--- src/rtl/leb_pkg.sv ---
// Shared types and constants for the line edit buffer.
// No dependencies; imported by every module of the block.
package leb_pkg;

    localparam int LINE_DEPTH_DEF = 62;

    localparam logic [7:0] NEWLINE_CODE = 8'd10;
    localparam logic [7:0] ERASE_RESET  = 8'd35;
    localparam logic [7:0] KILL_RESET   = 8'd64;

    localparam int CFG_IDX_W = 2;
    localparam logic [CFG_IDX_W-1:0] CFG_ERASE = 2'd0;
    localparam logic [CFG_IDX_W-1:0] CFG_KILL  = 2'd1;

    typedef enum logic [1:0] {
        LOAD_NONE,
        LOAD_STORE,
        LOAD_NL,
        LOAD_NL_LAST
    } load_kind_t;

    typedef struct packed {
        logic       edit;
        logic       ptr_clr;
        logic       rd_en;
        logic       ptr_inc;
        load_kind_t load;
        logic       clear_line;
    } cmd_t;

    typedef struct packed {
        logic flush;
        logic fill_zero;
        logic ptr_last;
        logic out_free;
    } status_t;

endpackage

--- src/rtl/leb_ctrl.sv ---
// Flush sequencer state machine for the line edit buffer.
// Depends on leb_pkg; drives the datapath through cmd_t, reads status_t.
module leb_ctrl (
    input  logic            clk,
    input  logic            rst_n,
    input  logic            s_tvalid,
    output logic            s_tready,
    input  leb_pkg::status_t status,
    output leb_pkg::cmd_t    cmd
);
    import leb_pkg::*;

    typedef enum logic [2:0] {
        S_IDLE,
        S_READ,
        S_EMIT,
        S_NL1,
        S_NL2
    } state_t;

    state_t state_reg;
    state_t state_next;

    assign s_tready = (state_reg == S_IDLE);

    always_comb
    begin
        state_next     = state_reg;
        cmd            = '0;
        cmd.load       = LOAD_NONE;
        case (state_reg)
            S_IDLE:
            begin
                if (s_tvalid)
                begin
                    if (status.flush)
                    begin
                        cmd.ptr_clr = 1'b1;
                        state_next  = status.fill_zero ? S_NL1 : S_READ;
                    end
                    else
                    begin
                        cmd.edit = 1'b1;
                    end
                end
            end
            S_READ:
            begin
                cmd.rd_en  = 1'b1;
                state_next = S_EMIT;
            end
            S_EMIT:
            begin
                if (status.out_free)
                begin
                    cmd.load    = LOAD_STORE;
                    cmd.ptr_inc = 1'b1;
                    state_next  = status.ptr_last ? S_NL1 : S_READ;
                end
            end
            S_NL1:
            begin
                if (status.out_free)
                begin
                    cmd.load   = LOAD_NL;
                    state_next = S_NL2;
                end
            end
            S_NL2:
            begin
                if (status.out_free)
                begin
                    cmd.load       = LOAD_NL_LAST;
                    cmd.clear_line = 1'b1;
                    state_next     = S_IDLE;
                end
            end
            default:
            begin
                state_next = S_IDLE;
            end
        endcase
    end

    always_ff @(posedge clk or negedge rst_n)
    begin
        if (!rst_n)
        begin
            state_reg <= S_IDLE;
        end
        else
        begin
            state_reg <= state_next;
        end
    end

endmodule

--- src/rtl/leb_datapath.sv ---
// Line store, fill count, flags, config registers and output register.
// Depends on leb_pkg; commanded by leb_ctrl through cmd_t.
module leb_datapath #(
    parameter int LINE_DEPTH = leb_pkg::LINE_DEPTH_DEF
) (
    input  logic                          clk,
    input  logic                          rst_n,
    input  logic                          cfg_we,
    input  logic [leb_pkg::CFG_IDX_W-1:0] cfg_index,
    input  logic [7:0]                    cfg_data,
    input  logic [7:0]                    s_tdata,
    input  logic                          s_tuser,
    output logic                          m_tvalid,
    input  logic                          m_tready,
    output logic [7:0]                    m_tdata,
    output logic                          m_tlast,
    output logic                          m_tuser,
    input  leb_pkg::cmd_t                 cmd,
    output leb_pkg::status_t              status
);
    import leb_pkg::*;

    localparam int CNT_W = $clog2(LINE_DEPTH + 1);
    localparam int IDX_W = $clog2((LINE_DEPTH > 1) ? LINE_DEPTH : 2);
    localparam logic [CNT_W-1:0] FULL = CNT_W'(LINE_DEPTH);

    logic [7:0]       line_mem [LINE_DEPTH];
    logic [7:0]       rd_data_reg;
    logic [7:0]       erase_reg;
    logic [7:0]       kill_reg;
    logic [CNT_W-1:0] fill_reg;
    logic [CNT_W-1:0] fill_next;
    logic [IDX_W-1:0] rd_ptr_reg;
    logic [CNT_W-1:0] rd_ptr_cnt;
    logic             open_reg;
    logic             open_next;
    logic             ovf_reg;
    logic             ovf_next;
    logic             push;
    logic             out_valid_reg;
    logic [7:0]       out_data_reg;
    logic             out_last_reg;
    logic             out_drop_reg;

    assign rd_ptr_cnt = CNT_W'(rd_ptr_reg);

    assign status.flush     = s_tuser ? open_reg : (s_tdata == NEWLINE_CODE);
    assign status.fill_zero = (fill_reg == '0);
    assign status.ptr_last  = ((rd_ptr_cnt + CNT_W'(1)) == fill_reg);
    assign status.out_free  = !out_valid_reg || m_tready;

    assign m_tvalid = out_valid_reg;
    assign m_tdata  = out_data_reg;
    assign m_tlast  = out_last_reg;
    assign m_tuser  = out_drop_reg;

    always_comb
    begin
        fill_next = fill_reg;
        open_next = open_reg;
        ovf_next  = ovf_reg;
        push      = 1'b0;
        if (cmd.clear_line)
        begin
            fill_next = '0;
            open_next = 1'b0;
            ovf_next  = 1'b0;
        end
        else if (cmd.edit && !s_tuser)
        begin
            open_next = 1'b1;
            if (s_tdata == erase_reg)
            begin
                if (fill_reg != '0)
                begin
                    fill_next = fill_reg - CNT_W'(1);
                end
            end
            else if (s_tdata == kill_reg)
            begin
                fill_next = '0;
            end
            else if (fill_reg < FULL)
            begin
                push      = 1'b1;
                fill_next = fill_reg + CNT_W'(1);
            end
            else
            begin
                ovf_next = 1'b1;
            end
        end
    end

    always_ff @(posedge clk)
    begin
        if (push)
        begin
            line_mem[fill_reg[IDX_W-1:0]] <= s_tdata;
        end
        if (cmd.rd_en)
        begin
            rd_data_reg <= line_mem[rd_ptr_reg];
        end
    end

    always_ff @(posedge clk or negedge rst_n)
    begin
        if (!rst_n)
        begin
            erase_reg     <= ERASE_RESET;
            kill_reg      <= KILL_RESET;
            fill_reg      <= '0;
            open_reg      <= 1'b0;
            ovf_reg       <= 1'b0;
            rd_ptr_reg    <= '0;
            out_valid_reg <= 1'b0;
        end
        else
        begin
            if (cfg_we && (cfg_index == CFG_ERASE))
            begin
                erase_reg <= cfg_data;
            end
            if (cfg_we && (cfg_index == CFG_KILL))
            begin
                kill_reg <= cfg_data;
            end
            fill_reg <= fill_next;
            open_reg <= open_next;
            ovf_reg  <= ovf_next;
            if (cmd.ptr_clr)
            begin
                rd_ptr_reg <= '0;
            end
            else if (cmd.ptr_inc && !status.ptr_last)
            begin
                rd_ptr_reg <= rd_ptr_reg + IDX_W'(1);
            end
            if (cmd.load != LOAD_NONE)
            begin
                out_valid_reg <= 1'b1;
            end
            else if (m_tready)
            begin
                out_valid_reg <= 1'b0;
            end
        end
    end

    always_ff @(posedge clk)
    begin
        case (cmd.load)
            LOAD_STORE:
            begin
                out_data_reg <= rd_data_reg;
                out_last_reg <= 1'b0;
                out_drop_reg <= 1'b0;
            end
            LOAD_NL:
            begin
                out_data_reg <= NEWLINE_CODE;
                out_last_reg <= 1'b0;
                out_drop_reg <= 1'b0;
            end
            LOAD_NL_LAST:
            begin
                out_data_reg <= NEWLINE_CODE;
                out_last_reg <= 1'b1;
                out_drop_reg <= ovf_reg;
            end
            default:
            begin
            end
        endcase
    end

    a_fill_bound: assert property (@(posedge clk) disable iff (!rst_n)
        fill_reg <= FULL)
        else $error("fill count above line depth");

    a_clear: assert property (@(posedge clk) disable iff (!rst_n)
        cmd.clear_line |=> (fill_reg == '0) && !open_reg && !ovf_reg)
        else $error("line not cleared after flush");

    a_no_overwrite: assert property (@(posedge clk) disable iff (!rst_n)
        (cmd.load != LOAD_NONE) |-> (!out_valid_reg || m_tready))
        else $error("pending result overwritten");

    a_read_range: assert property (@(posedge clk) disable iff (!rst_n)
        cmd.rd_en |-> (rd_ptr_cnt < fill_reg))
        else $error("read beyond stored bytes");

endmodule

--- src/rtl/line_edit_buffer_core.sv ---
// Line edit buffer top level: controller and datapath joined by cmd/status.
// Depends on leb_pkg, leb_ctrl and leb_datapath.
// Input: an ordinary, erase or kill byte is absorbed at one item per cycle while no flush is
// in progress. A flush emits each stored byte by a store read, then an output load, then
// the two newline bytes; output back-pressure stalls the flush.
// Reset clears state, fill count, flags, output valid and the config registers to
// their defaults; the line store is not cleared.
module line_edit_buffer_core #(
    parameter int LINE_DEPTH = leb_pkg::LINE_DEPTH_DEF
) (
    input  logic                          clk,
    input  logic                          rst_n,
    input  logic                          cfg_we,
    input  logic [leb_pkg::CFG_IDX_W-1:0] cfg_index,
    input  logic [7:0]                    cfg_data,
    input  logic                          s_tvalid,
    output logic                          s_tready,
    input  logic [7:0]                    s_tdata,   // [7:0] in_byte
    input  logic                          s_tuser,   // [0] end_of_input
    output logic                          m_tvalid,
    input  logic                          m_tready,
    output logic [7:0]                    m_tdata,   // [7:0] out_byte
    output logic                          m_tlast,
    output logic                          m_tuser    // [0] dropped
);
    import leb_pkg::*;

    cmd_t    cmd;
    status_t status;

    leb_ctrl u_ctrl (
        .clk      (clk),
        .rst_n    (rst_n),
        .s_tvalid (s_tvalid),
        .s_tready (s_tready),
        .status   (status),
        .cmd      (cmd)
    );

    leb_datapath #(
        .LINE_DEPTH (LINE_DEPTH)
    ) u_datapath (
        .clk       (clk),
        .rst_n     (rst_n),
        .cfg_we    (cfg_we),
        .cfg_index (cfg_index),
        .cfg_data  (cfg_data),
        .s_tdata   (s_tdata),
        .s_tuser   (s_tuser),
        .m_tvalid  (m_tvalid),
        .m_tready  (m_tready),
        .m_tdata   (m_tdata),
        .m_tlast   (m_tlast),
        .m_tuser   (m_tuser),
        .cmd       (cmd),
        .status    (status)
    );

endmodule

--- config.mk ---
export PLATFORM = sky130hd
export DESIGN_NAME = line_edit_buffer_core
export DESIGN_NICKNAME = d
export VERILOG_FILES = /design/src/rtl/leb_pkg.sv /design/src/rtl/leb_ctrl.sv /design/src/rtl/leb_datapath.sv /design/src/rtl/line_edit_buffer_core.sv
export SDC_FILE = /design/constraint.sdc
export NUM_CORES = 1
export LEC_CHECK = 0
export ABC_CLOCK_PERIOD_IN_PS = 2550
export BUFFER_PORTS_ARGS = -buffer_cell sky130_fd_sc_hd__buf_2
export CAP_MARGIN = 20
export CORE_MARGIN = 2
export CORE_UTILIZATION = 45
export DETAILED_ROUTE_END_ITERATION = 10
export MAX_ROUTING_LAYER = met4
export SLEW_MARGIN = 20
export SYNTH_ARGS = -nofsm -noshare
export SYNTH_HDL_FRONTEND = slang
export SYNTH_SLANG_ARGS = --single-unit
--- constraint.sdc ---
create_clock -name clk -period 2.55 [get_ports clk]
set_input_delay 0.1275 -clock clk [delete_from_list [all_inputs] [get_ports clk]]
set_output_delay 0.1275 -clock clk [all_outputs]
set_load 0.01 [all_outputs]
==> results of run 1 <==
## synthesized netlist by cell type, types with 3 or more instances
master    instances  area share [%]
o211ai_1          3            0.10
o22ai_1           7            0.20
nand2_1          33            0.56
o31ai_1           6            0.20
mux2_2           21             1.1
nor4b_1           3            0.12
mux2i_1          40             1.8
nor2b_1          13            0.37
a31oi_1           8            0.23
nand3b_1          6            0.20
buf_1             5           0.085
a211oi_1          3            0.10
and3_1            3           0.085
nor2_1           83             1.4
inv_1            13            0.22
xor2_1           11            0.44
buf_6             4            0.20
dfrtp_1          30             3.4
buf_2            16            0.36
nand3_1          32            0.73
mux4_2          129              13
a21oi_1          14            0.32
and2_1            4            0.11
nand2b_1          5            0.14
o21ai_0          21            0.48
xnor2_1          12            0.48
edfxtp_1        514              70
or3_1             7            0.20
a22oi_1          11            0.37
dfstp_2           4            0.48
buf_4             8            0.27
a311oi_1          4            0.16
clkbuf_1         23            0.39
ha_1              4            0.23
nor3b_1           3            0.10
nor3_1            3           0.068
nand4_1           5            0.14
## critical path: stages, from the launching register on
cell     delay, ns
dfrtp_4       0.50
buf_12        0.15
buf_16        0.15
buf_4         0.20
mux4_2        0.57
mux4_2        0.53
nand3_1       0.13
nand3_2       0.09
## power by group
group	switching [W]	internal, W
Sequential	0.000224	0.0102
Clock	0.00336	0.00480
Combinational	0.00358	0.00363
Total	0.00717	0.0187
## cells in the final DEF, fill, tap and decap left out, types with 21 or more instances in the layout
master / n
mux2i_1: 36
mux2_2: 21
clkbuf_16: 60
buf_4: 104
buf_2: 35
nand3_1: 28
mux4_2: 129
nor2_4: 57
nor2_1: 21
nand2_1: 29
dfrtp_1: 27
edfxtp_1: 514
## kinds of logic after synthesis
kind of cell | count (synthesis)
AND/OR/NAND/NOR | 209
XOR/XNOR | 23
multiplexers | 190
buffers and inverters | 69
adder cells (fa/ha/maj) | 4
flip-flops | 548
AO/OA/AOI/OAI | 89
## worst max-delay path by stage
| stage | slack [ns] | depth (start not counted) | endpoint | start |
|---|---|---|---|---|
| 6_report | -0.04 | 7 | u_datapath.rd_data_reg[7]$_DFFE_PP_ | u_datapath.rd_ptr_cnt[0]$_DFFE_PN0P_ |
| 5_1_grt | -0.11 | 9 | u_datapath.rd_data_reg[5]$_DFFE_PP_ | u_datapath.rd_ptr_cnt[0]$_DFFE_PN0P_ |
| 4_1_cts | -0.21 | 7 | u_datapath.line_mem[46][1]$_DFFE_PP_ | u_ctrl.state_reg[2]$_DFFE_PN0P_ |
| 3_5_place_dp | -0.37 | 7 | u_datapath.line_mem[61][6]$_DFFE_PP_ | u_ctrl.state_reg[2]$_DFFE_PN0P_ |
| 3_3_place_gp | -0.31 | 7 | u_datapath.line_mem[61][6]$_DFFE_PP_ | u_ctrl.state_reg[2]$_DFFE_PN0P_ |
| 2_1_floorplan | -0.04 | 7 | u_datapath.line_mem[47][0]$_DFFE_PP_ | u_ctrl.state_reg[2]$_DFFE_PN0P_ |
## per-layer routing
metal  routed length [µm]  vias to the layer above
li1                     -                     5028
met1                22480                     6071
met2                26030                      335
met3                 2930                       71
met4                  894                        0
met5                    0                        -
## layout make-up
class,count,area (µm²)
multi-input combinational,515,6060
clock inverter,36,372.9
clock buffer,67,1464
tap,622,778.2
inverter,13,48.80
fill,3685,21770
timing repair buffer,197,1851
sequential,548,16300
## what timing repair did
| item | 4_1_cts | 5_1_grt |
|---|---|---|
| pin swaps | 15 | 13 |
| hold buffers | 13 | 0 |
| gates resized for setup | 120 | 77 |
| buffers inserted | 15 | 11 |
| endpoints found under the hold margin | 55 | 0 |
| gates cloned | 3 | 3 |
| endpoints found under the setup margin | 508 | 349 |
## metrics by stage
step | area, µm² | hold slack, ns | TNS [ns]
floorplan | 22070 | -0.1681 | -12.00
global placement | 23760 | 0.2509 | -70.40
detailed placement | 23760 | 0.2658 | -89.41
CTS | 26420 | 0.03001 | -15.02
global route | 26870 | 0.05270 | -1.395
finish | 26870 | 0.06820 | -0.1851
==> summary.txt, run 1 <==
Setup path
  – WS Path Type: reg2reg
  – Critical Path AT: 2.93 ns
  – FF-to-FF path depth: 7
  – Startpoint type of the worst setup path: register
  – Reg-to-Reg Start: u_datapath.rd_ptr_cnt[0]$_DFFE_PN0P_
  – FF-to-FF setup slack: -0.04 ns
  – CP Capture Type: register
  – Req. time, crit path: 2.88 ns
  – RR Endpoint: u_datapath.rd_data_reg[7]$_DFFE_PP_
  – Critical Path Fanout Max: 6

Power
  – Design Power: 0.02583 W
  – PwrDens: 961.0 nW/µm²
  – Lkg Pwr: 8.635 nW
  – Max VDD drop: 0.6790 mV

Timing
  – Tcrit/Tclk final: 101.7%
  – Clk_skew: 0.01505 ns
  – Setup ws final: -0.04429 ns
  – Max Fclk: 385.5 MHz
  – Min Tclk post-route: 2.594 ns
  – Final hold violation count: 0
  – Final setup vio count: 8
  – RSZ-0062 raised after global routing: true
  – Slew HR: 36.49%
  – Least-Margin Pin Slew: 0.9498 ns
  – Final Max Tran Viols: 0

Worst hold path
  – Worst Hold End: u_datapath.erase_reg[6]$_DFFE_PN0P_
  – Worst hold-check path type: in2reg
  – Hold path depth: 4
  – Hold_sp: cfg_index[1]

Global route
  – GRT Max-Usage Layer: met2
  – Vias in the first global route: 11736
  – Overflow after GRT: 0
  – First-pass GRT wire length: 77380 µm
  – Largest net degree at the start of global routing: 61
  – M2 GR Usage: 34.94%
  – GR Util met3: 3.820%
  – Grt met1 use: 29.08%
  – Antenna violations before repair: 0
  – GR Util All Layers: 21.62%

Synth
  – Post-Synthesis Cells: 1132
  – Adder-Cell Fraction of Synth Area: 0.2270%
  – Asr flop ratio synth: 6.204%
  – Synth Area in Simple Gates: 4.636%
  – Post-Synth XOR/XNOR Area: 0.9136%
  – Share of the synthesized area in compound gates (AO/OA/AOI/OAI): 2.741%
  – Post-synth EDFFs: 514
  – Warnings, synthesis: 0
  – Ys flop type: edfxtp_1
  – Synth Register Bits: 548
  – Largest family of logic cells by synthesized area: multiplexers
  – Mean Syn Cell Area: 19.48 µm²
  – Sequential area share after synthesis: 73.88%
  – Synth unique cells: 54
  – Cell area after synthesis: 22050 µm²
  – Mux cell area share after synthesis: 16.06%
  – Syn_nets: 1160

Route
  – Starting DRT DRC Count: 1035
  – Routed Antenna Nets: 0
  – Via count: 11505
  – Final wirelength: 52340 µm
  – DRT Pass-1 Iters: 5
  – Routed length per instance: 26.20 µm
  – Drt drc: 0
  – Via density: 5.758

Die
  – Total die area: 50790 µm²
  – Core area: 48650 µm²
  – Io pins: 36
  – Initial core utilization: 45.33%
  – Die extent in x: 225.4 µm
  – Die Span Y: 225.4 µm
  – Num rows: 81

Placement
  – Placed insts: 1852
  – Pre-CTS setup slack: -0.3669 ns
  – Gp weighted congestion: 0.8174
  – Port Buffer Count: 35
  – Hpwl dp: 33690 µm

CTS
  – CTS Buffer Depth: 3
  – Clk Tree Root Cell: clkbuf_16
  – Clock latency on the worst-skew pair: 0.60 ns
  – CTS tree: yes
  – CTS Sinks: 548
  – H-tree depth: 2
  – Worst-path clk slew: 0.07 ns
  – CTS buffer count: 55

Final layout
  – Fin util: 55.24%
  – Post-route insts no fill: 1998
  – Ant diodes: 0
  – Area delta synth->final: 21.87%
  – Layout cells sized above 1: 38.37%
  – Max reg flops: 496
  – Nets@finish: 1358

Run status
  – Failing checks: negative setup slack
  – Status: finished with violations

Job
  – Max capacitance violation total: 0
(Power assumes the default switching activity.)
==> run 2: changes to the inputs <==
Settings changed: ABC_AREA set to 1, TNS_END_PERCENT set to 20.
==> run 2 against run 1 <==
  * The run now ends clean
  * Clock skew rose by 0.012 ns
  * Final cell count rose by 51%
  * Synthesized area rose by 5.1%
  * Combinational power rose by 3.9%
  * Critical path depth rose by 5
  * Synthesized cell count rose by 91%
  * Clock power fell by 2%
  * Critical path type unchanged
  * Critical endpoint is now u_datapath.line_mem[48][4]$_DFFE_PP_
==> summary.txt, run 2 <==
Timing
  – Final hold violation count: 0
  – Setup_tns: 0 ns
  – Min Tclk post-route: 2.379 ns
  – Final setup vio count: 0
  – Final Max Tran Viols: 0
  – Tcrit/Tclk final: 93.29%
  – RSZ-0062 raised after global routing: false
  – Max Fclk: 420.4 MHz
  – Least-Margin Pin Slew: 0.9637 ns
  – Slew HR: 35.76%
  – Clk_skew: 0.02737 ns

Final layout
  – Area delta synth->final: 15.74%
  – Commonest non-fill, non-tap cell in the layout: nand2_1
  – Max reg flops: 496
  – Nets@finish: 2318
  – Ant diodes: 0
  – # fillers: 4528
  – Fin util: 52.49%
  – Most frequent cells in the layout: 519 x nand2_1, 514 x edfxtp_1, 395 x nor2_1, 267 x nand3_1, 171 x o21ai_0
  – Layout cells sized above 1: 12.00%
  – Post-route insts no fill: 3013

Setup path
  – Slowest Stage Delay on Critical Path: 0.43 ns
  – Req. time, crit path: 2.86 ns
  – Critical Path Fanout Max: 8
  – Crit path cell chain: nor2_2 -> nand2_1 -> inv_2 -> nand2_1 -> nor2_1 -> nand2_1 -> nor3_4 -> buf_4 -> nand2_1 -> buf_4 -> nor2_1 -> buf_4
  – Slowest-stage cell, CP: dfrtp_1
  – Startpoint type of the worst setup path: register
  – CP Capture Type: register
  – WS Path Type: reg2reg
  – Top cell by count, worst path: nand2_1
  – Critical Path AT: 2.69 ns

Power
  – Flop pwr share: 40.5%
  – Switching share of power: 33.83%
  – Pint: 0.01719 W
  – Combinational power share: 28.8%
  – Clock power share: 30.7%
  – Max VDD drop: 0.5663 mV
  – PwrDens: 968.7 nW/µm²
  – Design Power: 0.02598 W
  – Lkg Pwr: 10.11 nW
  – Psw: 0.008789 W

Placement
  – Port Buffer Count: 35
  – Hpwl dp: 39570 µm
  – Gp weighted congestion: 0.9695
  – Placed insts: 2899

Global route
  – Antenna violations before repair: 0
  – First-pass GRT wire length: 94050 µm
  – Largest net degree at the start of global routing: 74
  – Overflow after GRT: 0
  – Vias in the first global route: 15888
  – GR Util All Layers: 24.25%

Route
  – Via density: 5.359
  – Final wirelength: 62140 µm
  – Routed Antenna Nets: 0
  – Routed length per instance: 20.63 µm
  – Via count: 16146
  – Drt drc: 0
  – DRT Pass-1 Iters: 6
  – Starting DRT DRC Count: 1841

Die
  – Core area: 51090 µm²
  – Initial core utilization: 45.35%
  – Num rows: 83
  – Die extent in x: 230.9 µm
  – Total die area: 53330 µm²
  – Io pins: 36
  – Die Span Y: 230.9 µm

Synth
  – Syn_nets: 2189
  – Asr flop ratio synth: 6.204%
  – Ys flop type: edfxtp_1
  – Synth Register Bits: 548
  – Synth top cells by count: 520 x nand2_1, 514 x edfxtp_1, 403 x nor2_1, 267 x nand3_1, 171 x o21ai_0
  – Warnings, synthesis: 0
  – Post-synth EDFFs: 514
  – Cell area after synthesis: 23170 µm²
  – Synth top area share: 66.61%
  – Area leader, netlist: edfxtp_1
  – Sequential area share after synthesis: 70.30%
  – Synth unique cells: 29
  – Top-count cell post-synth: nand2_1
  – Mean Syn Cell Area: 10.72 µm²
  – Synth top area cells: edfxtp_1 67%, nand2_1 8.4%, nor2_1 6.5%
  – Post-Synthesis Cells: 2161

CTS
  – Clock latency on the worst-skew pair: 0.61 ns
  – Worst-path clk slew: 0.06 ns
  – H-tree depth: 2
  – Clk Tree Root Cell: clkbuf_16
  – CTS Buffer Depth: 3
  – CTS buffer count: 56
  – CTS Sinks: 548
  – CTS tree: yes

Job
  – Max capacitance violation total: 0

Worst hold path
  – Worst hold-check path type: in2reg

Run status
  – Status: complete, no violations
[run 2: cell types whose count changed after synthesis, sizes merged, moves of 8 or more]
cell / previous run / this run
mux4: 129 / 0
nand2: 33 / 520
nor2b: 13 / 0
mux2i: 40 / 0
nand3: 33 / 268
mux2: 21 / 0
clkbuf: 23 / 39
nor2: 83 / 404
inv: 13 / 80
buf: 33 / 74
o21ai: 21 / 171
a31oi: 8 / 0
[run 2: logic make-up after synthesis]
kind of cell	synth area share [%]
AND/OR/NAND/NOR	21.45
flip-flops	70.30
buffers and inverters	3.483
AO/OA/AOI/OAI	4.098
XOR/XNOR	0.4535
adder cells (fa/ha/maj)	0.2160
[run 2: path summary, 6_finish.rpt]
| path | from | depth (start not counted) | to | slack [ns] |
|---|---|---|---|---|
| min in group asynchronous | rst_n | 2 | u_ctrl.state_reg[1]$_DFFE_PN0P_ | 0.14 |
| max in group asynchronous | rst_n | 2 | u_datapath.rd_ptr_cnt[1]$_DFFE_PN0P_ | 1.80 |
| setup / recovery | u_ctrl.state_reg[2]$_DFFE_PN0P_ | 12 | u_datapath.line_mem[48][4]$_DFFE_PP_ | 0.17 |
| setup reg to reg | u_ctrl.state_reg[2]$_DFFE_PN0P_ | 12 | u_datapath.line_mem[48][4]$_DFFE_PP_ | 0.17 |
| hold / removal | cfg_we | 4 | u_datapath.erase_reg[5]$_DFFE_PN1P_ | 0.10 |
| hold reg to reg | u_datapath.open_reg$_DFFE_PN0P_ | 2 | u_datapath.open_reg$_DFFE_PN0P_ | 0.50 |
[run 2: critical path: cells and delay by family, from the launching register on]
kind          cells  cell delay [ns]
buf+inv           4             0.65
flops             1             0.43
simple gates      8             0.99
[run 2: cell type report]
class / count / area [µm²] / area share [%]
Tap cell: 680 / 850.8 / 3.172
Inverter: 82 / 315.3 / 1.176
Timing Repair Buffer: 184 / 1486 / 5.542
Clock inverter: 29 / 287.8 / 1.073
Sequential cell: 548 / 16300 / 60.77
Clock buffer: 72 / 1483 / 5.528
Multi-Input combinational cell: 1418 / 6098 / 22.74
[run 2: layer usage]
layer / vias to the layer above / GRT usage [%] / share of wire, %
met1: 7812 / 32.37 / 43
met3: 109 / 3.335 / 6.3
met4: 0 / 7.883 / 3.0
met2: 584 / 38.62 / 48
met5: - / - / 0
li1: 7641 / - / -
[run 2: power groups by stage]
stage | sequential (W) | clock, W | combinational, W
after CTS | 0.0105 | 0.00810 | 0.00739
final | 0.0105 | 0.00797 | 0.00749
after global placement | 0.0107 | 0 | 0.00732
after floorplan | 0.0106 | 0 | 0.00460
after global routing | 0.0106 | 0.00847 | 0.00821
after detailed placement | 0.0107 | 0 | 0.00735
[run 2: metrics by stage]
| stage | setup WS, ns | cell area (µm²) | hold WS [ns] |
|---|---|---|---|
| floorplan | 0.3430 | 23170 | -0.1681 |
| finish | 0.1712 | 26820 | 0.1021 |
| CTS | 0.006932 | 26790 | 0.08291 |
| detailed placement | 0.05313 | 24900 | 0.2701 |
| global placement | 0.1016 | 24900 | 0.2546 |
| global route | 0.02632 | 26820 | 0.07803 |
[run 2: what timing repair did]
item | CTS | global route
setup endpoints to repair | 0 | 249
gates resized for setup | 0 | 9
hold buffers | 12 | 0
hold endpoints to repair | 51 | 0
buffers inserted | 0 | 1
==> run 3: changes to the inputs <==
Settings changed: CAP_MARGIN 20 to not set, RECOVER_POWER set to 25, SETUP_SLACK_MARGIN set to 0.05.
==> run 3 against run 2 <==
  * The run now ends with max-capacitance violations, max-slew violations left
  * Register-to-register slack barely moved
  * Worst hold slack improved by 0.0036 ns
  * Maximum frequency decreased by 0.24%
  * Critical path type unchanged
  * Critical endpoint is now u_datapath.line_mem[25][1]$_DFFE_PP_
==> summary.txt, run 3 (synthesis gave the netlist of run 2 again) <==
Worst hold path
  – Hold_sp: cfg_we
  – Worst hold-check path type: in2reg

Final layout
  – Nets@finish: 2318
  – Layout cells sized above 1: 11.27%
  – Most frequent cells in the layout: 518 x nand2_1, 514 x edfxtp_1, 396 x nor2_1, 267 x nand3_1, 171 x o21ai_0
  – Area delta synth->final: 15.54%
  – Multi-input gate area: 6098 µm²
  – Post-route insts no fill: 3013
  – Final Cell Area: 26780 µm²
  – Fin util: 52.40%
  – Commonest non-fill, non-tap cell in the layout: nand2_1
  – # fillers: 4537
  – Ant diodes: 0
  – Register area: 16300 µm²
  – Max reg flops: 496

Setup path
  – Reg-to-Reg Start: u_ctrl.state_reg[2]$_DFFE_PN0P_
  – Critical Path End: u_datapath.line_mem[25][1]$_DFFE_PP_
  – Slowest-stage cell, CP: nor2_1
  – WP buf/inv: 3
  – FF-to-FF path depth: 10
  – CP Capture Type: register
  – RR Endpoint: u_datapath.line_mem[25][1]$_DFFE_PP_
  – Critical Path Fanout Max: 8
  – WS Path Type: reg2reg
  – Req. time, crit path: 2.79 ns
  – Startpoint type of the worst setup path: register
  – Slowest Stage Delay on Critical Path: 0.49 ns
  – Stages on worst setup path: 10
  – FF-to-FF setup slack: 0.17 ns
  – Top Family by Delay on Critical Path: simple AND/OR/NAND/NOR gates
  – Worst Setup SP: u_ctrl.state_reg[2]$_DFFE_PN0P_
  – Crit path cell chain: nor2_2 -> nand2_1 -> inv_2 -> nand2_1 -> nor2_1 -> nand2_2 -> inv_1 -> nand4_1 -> buf_4 -> nor2_1
  – Critical Path AT: 2.63 ns

Route
  – Final wirelength: 62090 µm
  – Via count: 16125
  – Routed length per instance: 20.61 µm
  – Starting DRT DRC Count: 1700
  – DRT Pass-1 Iters: 7
  – Drt drc: 0
  – Routed Antenna Nets: 0
  – Metal3 WL: 3848 µm
  – DRT met1 WL: 26790 µm
  – DR WL met2: 29450 µm
  – Via density: 5.352
  – Uppermost routed layer: met4

Timing
  – Final Max Tran Viols: 146
  – Least-Margin Pin Slew: 1.933 ns
  – Setup_tns: 0 ns
  – Slew HR: -28.85%
  – Final setup vio count: 0
  – Max Fclk: 419.4 MHz
  – RSZ-0062 raised after global routing: true
  – Clk_skew: 0.02538 ns
  – Tcrit/Tclk final: 93.51%
  – Min Tclk post-route: 2.385 ns
  – Final hold violation count: 0

Die
  – Core area: 51090 µm²
  – Num rows: 83
  – Total die area: 53330 µm²
  – Die extent in x: 230.9 µm
  – Die Span Y: 230.9 µm
  – Initial core utilization: 45.35%
  – Io pins: 36

Power
  – PwrDens: 969.6 nW/µm²
  – Max VDD drop: 0.5697 mV
  – Lkg Pwr: 10.06 nW

Global route
  – Antenna violations before repair: 0
  – First-pass GRT wire length: 94080 µm
  – GR Util All Layers: 24.26%
  – Largest net degree at the start of global routing: 74
  – Overflow after GRT: 0
  – Vias in the first global route: 15886

Placement
  – Placed insts: 2899
  – Hpwl dp: 39570 µm
  – Port Buffer Count: 35
  – Dpl cell area: 24900 µm²
  – Gp weighted congestion: 0.9695

CTS
  – H-tree depth: 2
  – Clock latency on the worst-skew pair: 0.61 ns
  – CTS Buffer Depth: 3
  – CTS buffer count: 56
  – CTS tree: yes
  – Clk Tree Root Cell: clkbuf_16
  – Worst-path clk slew: 0.06 ns
  – CTS Sinks: 548

Job
  – Max capacitance violation total: 4

Run status
  – Failing checks: max-capacitance violations, max-slew violations
  – Status: finished with violations
run 3: cell types whose count changed in the layout (fill, tap and decap cells not counted), sizes merged:
cell / delta
clkbuf: +19
buf: -19
run 3: area by class of cell:
class                           count  area share [%]
Sequential cell                   548           60.87
Multi-Input combinational cell   1418           22.78
Clock buffer                       72           5.537
Timing Repair Buffer              184           5.383
Tap cell                          680           3.178
Inverter                           82           1.178
Clock inverter                     29           1.075
run 3: what timing repair did:
item / in CTS / in global routing
buffers inserted: 0 / 1
gates resized for setup: 1 / 8
setup endpoints to repair: 8 / 431
hold endpoints to repair: 51 / 0
hold buffers: 12 / 0
run 3: through the flow:
stage | hold slack, ns | setup WS, ns | power (W)
2_1_floorplan | -0.1681 | 0.3430 | 0.01520
3_3_place_gp | 0.2546 | 0.1016 | 0.01801
3_5_place_dp | 0.2701 | 0.05313 | 0.01805
4_1_cts | 0.08291 | 0.07373 | 0.02601
5_1_grt | 0.1452 | 0.01821 | 0.02723
6_report | 0.1057 | 0.1654 | 0.02596
run 3: worst register-to-register path, cell delays in order (launching register included):
cell and delay, ns:
dfrtp_1 0.43, nor2_2 0.17, nand2_1 0.10, inv_2 0.09, nand2_1 0.05, nor2_1 0.11
nand2_2 0.12, inv_1 0.11, nand4_1 0.13, buf_4 0.22, nor2_1 0.49
run 3: how the worst min path moves through the flow:
stage,endpoint,slack [ns],cells after the start
floorplan,u_ctrl.state_reg[0]$_DFFE_PN0P_,-0.17,0
finish,u_datapath.erase_reg[5]$_DFFE_PN1P_,0.11,4
global route,u_datapath.erase_reg[0]$_DFFE_PN1P_,0.15,4
global placement,u_datapath.kill_reg[7]$_DFFE_PN0P_,0.25,1
detailed placement,u_datapath.erase_reg[6]$_DFFE_PN0P_,0.27,1
CTS,u_datapath.erase_reg[5]$_DFFE_PN1P_,0.08,4
run 3: metal layers:
| metal | vias to the layer above | GRT usage [%] |
|---|---|---|
| met5 | - | - |
| met4 | 0 | 7.823 |
| met3 | 119 | 3.397 |
| met2 | 577 | 38.64 |
| met1 | 7791 | 32.35 |
| li1 | 7638 | - |
run 3: report_power, final:
part	total [W]	switching, W	leakage [nW]	internal (W)
Clock	0.00797	0.00329	0.858	0.00468
Sequential	0.0105	0.000250	5.05	0.0103
Combinational	0.00747	0.00524	4.15	0.00223
